--- config.mk ---
export PLATFORM = sky130hd
export DESIGN_NAME = butterworth_bandpass_biquad_pair
export DESIGN_NICKNAME = d
export VERILOG_FILES = /design/src/hw/rtl/bbbp_pkg.sv /design/src/hw/rtl/bbbp_ctrl.sv /design/src/hw/rtl/bbbp_dp.sv /design/src/hw/rtl/butterworth_bandpass_biquad_pair.sv
export SDC_FILE = /design/constraint.sdc
export NUM_CORES = 2
export LEC_CHECK = 0
export BUFFER_PORTS_ARGS = -buffer_cell sky130_fd_sc_hd__buf_4
export CAP_MARGIN = 25
export CORE_UTILIZATION = 35
export DETAILED_ROUTE_END_ITERATION = 6
export MAX_ROUTING_LAYER = met4
export PLACE_DENSITY = 0.53
export SKIP_CTS_REPAIR_TIMING = 1
export SYNTH_ARGS = -nofsm -noshare
export SYNTH_HDL_FRONTEND = slang
export SYNTH_SLANG_ARGS = --single-unit
export TNS_END_PERCENT = 5
--- constraint.sdc ---
create_clock -name i_clk -period 25 [get_ports i_clk]
set_clock_uncertainty 0.1 [all_clocks]
set_input_delay 1.25 -clock i_clk [delete_from_list [all_inputs] [get_ports i_clk]]
set_output_delay 1.25 -clock i_clk [all_outputs]
set_load 0.005 [all_outputs]
--- src/hw/rtl/bbbp_pkg.sv ---
package bbbp_pkg;

    localparam int W_SAMPLE = 16;            // audio sample
    localparam int W_SIG    = 32;            // internal signal, 8 bits below sample LSB
    localparam int W_GAIN   = 17;            // unsigned Q1.16 forward gain
    localparam int W_COEF   = 18;            // signed Q2.16 coefficient
    localparam int W_PROD   = W_SIG + W_COEF;
    localparam int W_ACC    = W_PROD + 3;    // sums of products, headroom for 2*b0*x - a1*y
    localparam int SIG_FRAC = 8;
    localparam int COEF_FRAC = 16;
    localparam int W_CFG_IDX  = 3;
    localparam int W_CFG_DATA = W_COEF;

    typedef enum logic [W_CFG_IDX-1:0] {
        CFG_HP_GAIN = 3'd0,
        CFG_HP_FB1  = 3'd1,
        CFG_HP_FB2  = 3'd2,
        CFG_LP_GAIN = 3'd3,
        CFG_LP_FB1  = 3'd4,
        CFG_LP_FB2  = 3'd5
    } t_cfg_idx;

    typedef enum logic [3:0] {
        ST_IDLE,
        ST_HP_Y,
        ST_HP_A1,
        ST_HP_D1,
        ST_HP_D2,
        ST_LP_Y,
        ST_LP_A1,
        ST_LP_D1,
        ST_LP_D2
    } t_state;

    // datapath operations; OP_D2 on the highpass also starts the lowpass b0*x product
    typedef enum logic [2:0] {
        OP_NONE,
        OP_LOAD,
        OP_Y,
        OP_A1,
        OP_D1,
        OP_D2
    } t_dp_op;

    typedef struct packed {
        t_dp_op op;
        logic   sel_lp;
    } t_dp_cmd;

endpackage

--- src/hw/rtl/bbbp_ctrl.sv ---
module bbbp_ctrl (
    input  logic              i_clk,
    input  logic              i_rst_n,
    input  logic              i_in_valid,
    output logic              o_in_stall,
    output logic              o_out_valid,
    input  logic              i_out_stall,
    output bbbp_pkg::t_dp_cmd o_cmd
);

    bbbp_pkg::t_state r_state;
    bbbp_pkg::t_state n_state;
    logic             r_out_valid;
    logic             n_out_valid;
    logic             out_free;

    // output word register can take a new result this cycle
    assign out_free = !r_out_valid || !i_out_stall;

    always_comb begin
        n_state = r_state;
        unique case (r_state)
            bbbp_pkg::ST_IDLE:  if (i_in_valid) n_state = bbbp_pkg::ST_HP_Y;
            bbbp_pkg::ST_HP_Y:  n_state = bbbp_pkg::ST_HP_A1;
            bbbp_pkg::ST_HP_A1: n_state = bbbp_pkg::ST_HP_D1;
            bbbp_pkg::ST_HP_D1: n_state = bbbp_pkg::ST_HP_D2;
            bbbp_pkg::ST_HP_D2: n_state = bbbp_pkg::ST_LP_Y;
            bbbp_pkg::ST_LP_Y:  n_state = bbbp_pkg::ST_LP_A1;
            bbbp_pkg::ST_LP_A1: n_state = bbbp_pkg::ST_LP_D1;
            bbbp_pkg::ST_LP_D1: n_state = bbbp_pkg::ST_LP_D2;
            bbbp_pkg::ST_LP_D2: if (out_free) n_state = bbbp_pkg::ST_IDLE;
            default:            n_state = bbbp_pkg::ST_IDLE;
        endcase
    end

    always_comb begin
        o_cmd.op     = bbbp_pkg::OP_NONE;
        o_cmd.sel_lp = 1'b0;
        o_in_stall   = 1'b1;
        n_out_valid  = r_out_valid && i_out_stall;
        unique case (r_state)
            bbbp_pkg::ST_IDLE: begin
                o_in_stall = 1'b0;
                if (i_in_valid) o_cmd.op = bbbp_pkg::OP_LOAD;
            end
            bbbp_pkg::ST_HP_Y:  o_cmd.op = bbbp_pkg::OP_Y;
            bbbp_pkg::ST_HP_A1: o_cmd.op = bbbp_pkg::OP_A1;
            bbbp_pkg::ST_HP_D1: o_cmd.op = bbbp_pkg::OP_D1;
            bbbp_pkg::ST_HP_D2: o_cmd.op = bbbp_pkg::OP_D2;
            bbbp_pkg::ST_LP_Y: begin
                o_cmd.op     = bbbp_pkg::OP_Y;
                o_cmd.sel_lp = 1'b1;
            end
            bbbp_pkg::ST_LP_A1: begin
                o_cmd.op     = bbbp_pkg::OP_A1;
                o_cmd.sel_lp = 1'b1;
            end
            bbbp_pkg::ST_LP_D1: begin
                o_cmd.op     = bbbp_pkg::OP_D1;
                o_cmd.sel_lp = 1'b1;
            end
            bbbp_pkg::ST_LP_D2: begin
                o_cmd.sel_lp = 1'b1;
                if (out_free) begin
                    o_cmd.op    = bbbp_pkg::OP_D2;
                    n_out_valid = 1'b1;
                end
            end
            default: o_cmd.op = bbbp_pkg::OP_NONE;
        endcase
    end

    always_ff @(posedge i_clk) begin
        if (!i_rst_n) begin
            r_state     <= bbbp_pkg::ST_IDLE;
            r_out_valid <= 1'b0;
        end else begin
            r_state     <= n_state;
            r_out_valid <= n_out_valid;
        end
    end

    assign o_out_valid = r_out_valid;

endmodule

--- src/hw/rtl/bbbp_dp.sv ---
module bbbp_dp (
    input  logic                                    i_clk,
    input  logic                                    i_rst_n,
    input  bbbp_pkg::t_dp_cmd                       i_cmd,
    input  logic signed [bbbp_pkg::W_SAMPLE-1:0]    i_sample_in,
    input  logic                                    i_cfg_we,
    input  logic [bbbp_pkg::W_CFG_IDX-1:0]          i_cfg_index,
    input  logic [bbbp_pkg::W_CFG_DATA-1:0]         i_cfg_data,
    output logic signed [bbbp_pkg::W_SAMPLE-1:0]    o_sample_out,
    output logic                                    o_clipped
);

    localparam int W_ACC = bbbp_pkg::W_ACC;
    localparam int W_SIG = bbbp_pkg::W_SIG;
    localparam int W_OUT = W_SIG + 1;

    localparam logic signed [W_ACC-1:0] ACC_HALF = W_ACC'(1) <<< (bbbp_pkg::COEF_FRAC - 1);
    localparam logic signed [W_ACC-1:0] SIG_MAX  = {{(W_ACC-W_SIG+1){1'b0}}, {(W_SIG-1){1'b1}}};
    localparam logic signed [W_ACC-1:0] SIG_MIN  = {{(W_ACC-W_SIG+1){1'b1}}, {(W_SIG-1){1'b0}}};
    localparam logic signed [W_OUT-1:0] OUT_HALF = W_OUT'(1) <<< (bbbp_pkg::SIG_FRAC - 1);
    localparam logic signed [W_OUT-1:0] OUT_MAX  =
        {{(W_OUT-bbbp_pkg::W_SAMPLE+1){1'b0}}, {(bbbp_pkg::W_SAMPLE-1){1'b1}}};
    localparam logic signed [W_OUT-1:0] OUT_MIN  =
        {{(W_OUT-bbbp_pkg::W_SAMPLE+1){1'b1}}, {(bbbp_pkg::W_SAMPLE-1){1'b0}}};

    // coefficients and delay line
    logic        [bbbp_pkg::W_GAIN-1:0] r_hp_gain, r_lp_gain;
    logic signed [bbbp_pkg::W_COEF-1:0] r_hp_fb1, r_hp_fb2, r_lp_fb1, r_lp_fb2;
    logic signed [W_SIG-1:0]            r_hp_d1, r_hp_d2, r_lp_d1, r_lp_d2;

    // working registers
    logic signed [bbbp_pkg::W_PROD-1:0] r_prod;
    logic signed [bbbp_pkg::W_PROD-1:0] r_p0;
    logic signed [W_SIG-1:0]            r_y;
    logic                               r_flag;
    logic signed [bbbp_pkg::W_SAMPLE-1:0] r_sample_out;
    logic                               r_clipped;

    logic signed [W_SIG-1:0]            mul_a;
    logic signed [bbbp_pkg::W_COEF-1:0] mul_b;
    logic signed [bbbp_pkg::W_PROD-1:0] mul_p;
    logic                               prod_we;

    logic signed [W_SIG-1:0]            d1_cur, d2_cur;
    logic signed [W_ACC-1:0]            sum_y, sum_d1, sum_d2, t_d1, p0_x2;
    logic signed [W_SIG-1:0]            y_sat, d1_sat, d2_sat;
    logic                               y_ovf, d1_ovf, d2_ovf;
    logic signed [W_OUT-1:0]            out_rnd;
    logic signed [bbbp_pkg::W_SAMPLE-1:0] out_sat;
    logic                               out_ovf;

    function automatic logic signed [W_ACC-1:0] rnd16(input logic signed [W_ACC-1:0] v);
        logic signed [W_ACC-1:0] t;
        t = v + ACC_HALF;
        return t >>> bbbp_pkg::COEF_FRAC;
    endfunction

    function automatic logic signed [W_SIG-1:0] sat32(input logic signed [W_ACC-1:0] v);
        logic signed [W_SIG-1:0] r;
        if (v > SIG_MAX) begin
            r = SIG_MAX[W_SIG-1:0];
        end else if (v < SIG_MIN) begin
            r = SIG_MIN[W_SIG-1:0];
        end else begin
            r = v[W_SIG-1:0];
        end
        return r;
    endfunction

    function automatic logic ovf32(input logic signed [W_ACC-1:0] v);
        return (v > SIG_MAX) || (v < SIG_MIN);
    endfunction

    // shared multiplier
    always_comb begin
        mul_a   = r_y;
        mul_b   = '0;
        prod_we = 1'b0;
        unique case (i_cmd.op)
            bbbp_pkg::OP_LOAD: begin
                mul_a   = W_SIG'($signed({i_sample_in, {bbbp_pkg::SIG_FRAC{1'b0}}}));
                mul_b   = $signed({1'b0, r_hp_gain});
                prod_we = 1'b1;
            end
            bbbp_pkg::OP_A1: begin
                mul_b   = i_cmd.sel_lp ? r_lp_fb1 : r_hp_fb1;
                prod_we = 1'b1;
            end
            bbbp_pkg::OP_D1: begin
                mul_b   = i_cmd.sel_lp ? r_lp_fb2 : r_hp_fb2;
                prod_we = 1'b1;
            end
            bbbp_pkg::OP_D2: begin
                // highpass output is the lowpass input
                mul_b   = $signed({1'b0, r_lp_gain});
                prod_we = !i_cmd.sel_lp;
            end
            default: prod_we = 1'b0;
        endcase
    end

    assign mul_p = mul_a * mul_b;

    assign d1_cur = i_cmd.sel_lp ? r_lp_d1 : r_hp_d1;
    assign d2_cur = i_cmd.sel_lp ? r_lp_d2 : r_hp_d2;

    // y = sat(rnd(b0*x) + d1)
    assign sum_y = rnd16(W_ACC'(r_prod)) + W_ACC'(d1_cur);
    assign y_sat = sat32(sum_y);
    assign y_ovf = ovf32(sum_y);

    // d1 = sat(rnd(+-2*b0*x - a1*y) + d2)
    assign p0_x2  = W_ACC'(r_p0) <<< 1;
    assign t_d1   = (i_cmd.sel_lp ? p0_x2 : -p0_x2) - W_ACC'(r_prod);
    assign sum_d1 = rnd16(t_d1) + W_ACC'(d2_cur);
    assign d1_sat = sat32(sum_d1);
    assign d1_ovf = ovf32(sum_d1);

    // d2 = sat(rnd(b0*x - a2*y))
    assign sum_d2 = rnd16(W_ACC'(r_p0) - W_ACC'(r_prod));
    assign d2_sat = sat32(sum_d2);
    assign d2_ovf = ovf32(sum_d2);

    // lowpass y back to sample scale
    assign out_rnd = (W_OUT'(r_y) + OUT_HALF) >>> bbbp_pkg::SIG_FRAC;
    always_comb begin
        out_ovf = 1'b1;
        if (out_rnd > OUT_MAX) begin
            out_sat = OUT_MAX[bbbp_pkg::W_SAMPLE-1:0];
        end else if (out_rnd < OUT_MIN) begin
            out_sat = OUT_MIN[bbbp_pkg::W_SAMPLE-1:0];
        end else begin
            out_sat = out_rnd[bbbp_pkg::W_SAMPLE-1:0];
            out_ovf = 1'b0;
        end
    end

    always_ff @(posedge i_clk) begin
        if (!i_rst_n) begin
            r_hp_gain <= '0;
            r_hp_fb1  <= '0;
            r_hp_fb2  <= '0;
            r_lp_gain <= '0;
            r_lp_fb1  <= '0;
            r_lp_fb2  <= '0;
            r_hp_d1   <= '0;
            r_hp_d2   <= '0;
            r_lp_d1   <= '0;
            r_lp_d2   <= '0;
        end else if (i_cfg_we) begin
            unique case (i_cfg_index)
                bbbp_pkg::CFG_HP_GAIN: r_hp_gain <= i_cfg_data[bbbp_pkg::W_GAIN-1:0];
                bbbp_pkg::CFG_HP_FB1:  r_hp_fb1  <= $signed(i_cfg_data);
                bbbp_pkg::CFG_HP_FB2:  r_hp_fb2  <= $signed(i_cfg_data);
                bbbp_pkg::CFG_LP_GAIN: r_lp_gain <= i_cfg_data[bbbp_pkg::W_GAIN-1:0];
                bbbp_pkg::CFG_LP_FB1:  r_lp_fb1  <= $signed(i_cfg_data);
                bbbp_pkg::CFG_LP_FB2:  r_lp_fb2  <= $signed(i_cfg_data);
                default: ;
            endcase
            // a write to a register that exists restarts the filter
            if (i_cfg_index <= bbbp_pkg::CFG_LP_FB2) begin
                r_hp_d1 <= '0;
                r_hp_d2 <= '0;
                r_lp_d1 <= '0;
                r_lp_d2 <= '0;
            end
        end else begin
            if (i_cmd.op == bbbp_pkg::OP_D1) begin
                if (i_cmd.sel_lp) r_lp_d1 <= d1_sat;
                else              r_hp_d1 <= d1_sat;
            end
            if (i_cmd.op == bbbp_pkg::OP_D2) begin
                if (i_cmd.sel_lp) r_lp_d2 <= d2_sat;
                else              r_hp_d2 <= d2_sat;
            end
        end
    end

    always_ff @(posedge i_clk) begin
        if (prod_we) r_prod <= mul_p;
        unique case (i_cmd.op)
            bbbp_pkg::OP_LOAD: r_flag <= 1'b0;
            bbbp_pkg::OP_Y: begin
                r_p0   <= r_prod;
                r_y    <= y_sat;
                r_flag <= r_flag | y_ovf;
            end
            bbbp_pkg::OP_D1: r_flag <= r_flag | d1_ovf;
            bbbp_pkg::OP_D2: begin
                r_flag <= r_flag | d2_ovf;
                if (i_cmd.sel_lp) begin
                    r_sample_out <= out_sat;
                    r_clipped    <= r_flag | d2_ovf | out_ovf;
                end
            end
            default: ;
        endcase
    end

    assign o_sample_out = r_sample_out;
    assign o_clipped    = r_clipped;

endmodule

--- src/hw/rtl/butterworth_bandpass_biquad_pair.sv ---
// Each accepted word passes the highpass then lowpass states, the last waiting on output
// stall; input is stalled meanwhile. Six products per word share one 32x18 multiplier,
// three per biquad, each section's feedback products waiting on its own output y.
// Reset (synchronous, active low) zeroes all gains, feedback coefficients and delays,
// so output is silent until configured; a write to indexes 0-5 also clears the delays.
module butterworth_bandpass_biquad_pair (
    input  logic                                 i_clk,
    input  logic                                 i_rst_n,
    input  logic                                 i_in_valid,
    output logic                                 o_in_stall,
    input  logic signed [bbbp_pkg::W_SAMPLE-1:0] i_sample_in,
    output logic                                 o_out_valid,
    input  logic                                 i_out_stall,
    output logic signed [bbbp_pkg::W_SAMPLE-1:0] o_sample_out,
    output logic                                 o_clipped,
    input  logic                                 i_cfg_valid,
    output logic                                 o_cfg_ready,
    input  logic [bbbp_pkg::W_CFG_IDX-1:0]       i_cfg_index,
    input  logic [bbbp_pkg::W_CFG_DATA-1:0]      i_cfg_data
);

    bbbp_pkg::t_dp_cmd cmd;

    assign o_cfg_ready = 1'b1;

    bbbp_ctrl u_ctrl (
        .i_clk       (i_clk),
        .i_rst_n     (i_rst_n),
        .i_in_valid  (i_in_valid),
        .o_in_stall  (o_in_stall),
        .o_out_valid (o_out_valid),
        .i_out_stall (i_out_stall),
        .o_cmd       (cmd)
    );

    bbbp_dp u_dp (
        .i_clk        (i_clk),
        .i_rst_n      (i_rst_n),
        .i_cmd        (cmd),
        .i_sample_in  (i_sample_in),
        .i_cfg_we     (i_cfg_valid && o_cfg_ready),
        .i_cfg_index  (i_cfg_index),
        .i_cfg_data   (i_cfg_data),
        .o_sample_out (o_sample_out),
        .o_clipped    (o_clipped)
    );

endmodule

==> results.ini <==
[status]
status=finished, final reports clean

[die]
fp.dieW_um=368
rows=134
die-area_um2=136000
ios=62
coreArea_um2=133000
start_util_pct=35.3
die_h_um=368

[detailed_routing]
antenna_left=0
drc=0
vias_per_cell=5.39
wirelength_um=149000
drtIter0Drc=3326
vias=38900
firstDrtPassIters=7
wl_per_cell_um=20.6

[setup_path]
worstPathArrival_ns=10.01
reg2reg_slack_ns=15.25
cp_slowest_cell=nor4_1
required_ns=25.26
r2r-end=u_dp.r_prod[48]
worstSetupPathType=reg2reg
crit_path_start_kind=register
rr_worst_depth=27
worstSetupEndpointType=register
r2r-start=u_ctrl.r_state[1]
crit_path_max_fanout=47
cp_common_cell=fa_1
slowest_delay_ns=0.69

[synth]
synth.mux.area_fraction_pct=0.604
yosys_most_used_dff=dfxtp_1
yosys-top-cells-area=fa_1 24%, ha_1 11%, dfxtp_1 10%, edfxtp_1 9.6%, nand2_1 8.3%
seq_area_frac_synth_pct=19.8
synthAdderAreaFrac_pct=34.2
synth_cell_types=97
synth_top_family_by_area=adder cells
synth_edf_count=150
syn-num-nets=6526
synth-xor-area-share_pct=5.03
synth_compound_area_share_pct=15.9
syn_area_um2=47000
syn_inst=5532
yosysWarnings=0
synth_top_area_share_pct=23.6
synth_top_area_cell=fa_1
syn_avg_cell_area_um2=8.50
synth-simple-area-share_pct=17.0
ys_ff_latch=389
synth.most_common_cell=nand2_1
ys_async_sr_fraction_pct=0
synth_common_cells=1045 x nand2_1, 652 x inv_1, 555 x fa_1, 397 x ha_1, 367 x a21oi_1

[power_and_ir_drop]
peakVddDrop_v=0.000129
p_leak_nw=21.9
powerDensity_nw_per_um2=102

[min_path]
hold_class=reg2reg
hold_depth=2
hp-start=u_dp.r_lp_fb2[4]
hold_end=u_dp.r_lp_fb2[4]

[cts]
cts_root_buffer=clkbuf_16
clk-insertion-delay-late_ns=0.64
htree_levels=2
clkTransAtPathRegs_ns=0.06
cts_tree=built
cts_sinks=389
numCtsBuffers=48
clockBufferDepth=3

[cells_and_area]
fillers=13700
final_area_um2=50800
nets=6414
drive_gt1_share_pct=6.01
area_growth_pct=8.16

[place]
io_buffers=60
gp_congestion=0.911
dp_hpwl_um=115000
placed_area_um2=49200

[sta]
hold_viol_final=0
max_freq_ghz=0.103
finalMaxSlewViolations=0
fin_crit_sh_pct=39.0
finalSetupTns_ns=0
grt_setup_unrepaired=false
relSlewSlack_pct=30.6
fin_crit_ns=9.75
setup_viol=0
tightest_slew_ns=1.04

[global_routing]
grt_use_total_pct=22.5
grt_max_degree=93
grt_pass1_wl_um=232000
antenna_found_initial=3
grt_pass1_vias=38900
grt_overflow=0

[flow_run]
max-cap-violations=0

-- logic make-up (layout without fill, tap and decap cells) --
logic type,count (synthesis),in the layout
xor gates and xnor gates,270,270
AOI/OAI and AO/OA,1134,1134
buffers and inverters,923,851
and+or+nand+nor,1835,1835
muxes,27,27
other,1,3
adders and majority gates,953,953
DFF,389,389
-- placed cells by master, fill, tap and decap left out, types with 32 or more instances in the layout --
master,Yosys,routed
nor2b_1,40,40
nand4_1,37,37
a21oi_1,367,366
o21ai_0,193,190
and3_1,33,33
o21a_1,34,33
edfxtp_1,150,150
buf_4,4,104
xnor2_1,182,182
nand2b_1,32,32
dfxtp_1,239,239
o221a_2,61,61
nor3_1,86,84
xor2_1,88,88
nor2_1,346,338
a221oi_1,44,40
and2_1,44,42
inv_1,652,652
a31oi_1,55,54
a21o_1,98,98
fa_1,555,555
o211ai_1,71,71
ha_1,397,397
nand2_1,1045,1044
clkbuf_16,0,49
nand3_1,81,81
-- power breakdown --
group,switching (mW),leakage [nW],total [mW],internal (mW)
registers,0.147,3.38,0.977,0.830
clock network,0.317,0.793,0.736,0.419
logic,2.27,17.7,3.50,1.23
-- how the worst max path moves through the flow --
| stage | startpoint | endpoint | slack, ns | cells after the start |
|---|---|---|---|---|
| floorplan | i_out_stall | u_dp.r_prod[48] | 16.42 | 28 |
| global placement | i_in_valid | u_dp.r_prod[48] | 15.27 | 27 |
| detailed placement | i_in_valid | u_dp.r_prod[48] | 15.18 | 27 |
| CTS | u_ctrl.r_state[1] | u_dp.r_prod[48] | 15.29 | 27 |
| global route | u_ctrl.r_state[1] | u_dp.r_prod[48] | 14.89 | 27 |
| finish | u_ctrl.r_state[1] | u_dp.r_prod[48] | 15.25 | 27 |
-- final cells by class --
class	count	area [µm²]	share of cell area (%)
inverter	654	2460	4.83
clock inverter	25	269	0.529
antenna	2	5.00	0.00984
multi-input combinational	4220	34400	67.7
timing repair buffer	107	831	1.63
sequential	389	9290	18.3
clock buffer	65	1370	2.69
tap	1768	2210	4.35
-- flip-flops by register name, summed over array words and instances (netlist names), 17 cells and up --
name            count
u_dp.r_hp_fb2      18
u_dp.r_hp_fb1      18
u_dp.r_y           32
u_dp.r_hp_gain     17
u_dp.r_hp_d1       32
u_dp.r_lp_d1       32
u_dp.r_lp_fb1      18
u_dp.r_lp_gain     17
u_dp.r_lp_d2       32
u_dp.r_prod        50
u_dp.r_p0          50
u_dp.r_lp_fb2      18
u_dp.r_hp_d2       32
-- critical path, delay by kind of cell (launching register included) --
family / cells / cell delay, ns
xor gates and xnor gates: 1 / 0.15
adders and majority gates: 7 / 3.44
buffers and inverters: 5 / 1.16
DFF: 1 / 0.42
AOI/OAI and AO/OA: 11 / 3.03
and+or+nand+nor: 3 / 1.10
-- metal layers --
metal	global-route usage [%]	up-vias	wire length, µm
met5	-	-	0
met4	4.79	0	3080
met3	3.72	179	10600
met2	33.5	1188	64500
met1	31.9	19300	70500
li1	-	18300	-
-- through the flow --
stage / worst slack [ns] / hold slack [ns] / total power, mW / util, % / instances
after floorplan: 16.42 / 0.326 / 3.42 / - / 5532
after global placement: 15.27 / 0.334 / 4.42 / 36.9 / 7136
after detailed placement: 15.18 / 0.342 / 4.41 / 36.9 / 7137
after CTS: 15.29 / 0.354 / 5.19 / 38.1 / 7227
after global routing: 14.89 / 0.367 / 5.62 / 38.1 / 7230
final: 15.25 / 0.355 / 5.21 / 38.1 / 7230
(Power assumes the default switching activity.)
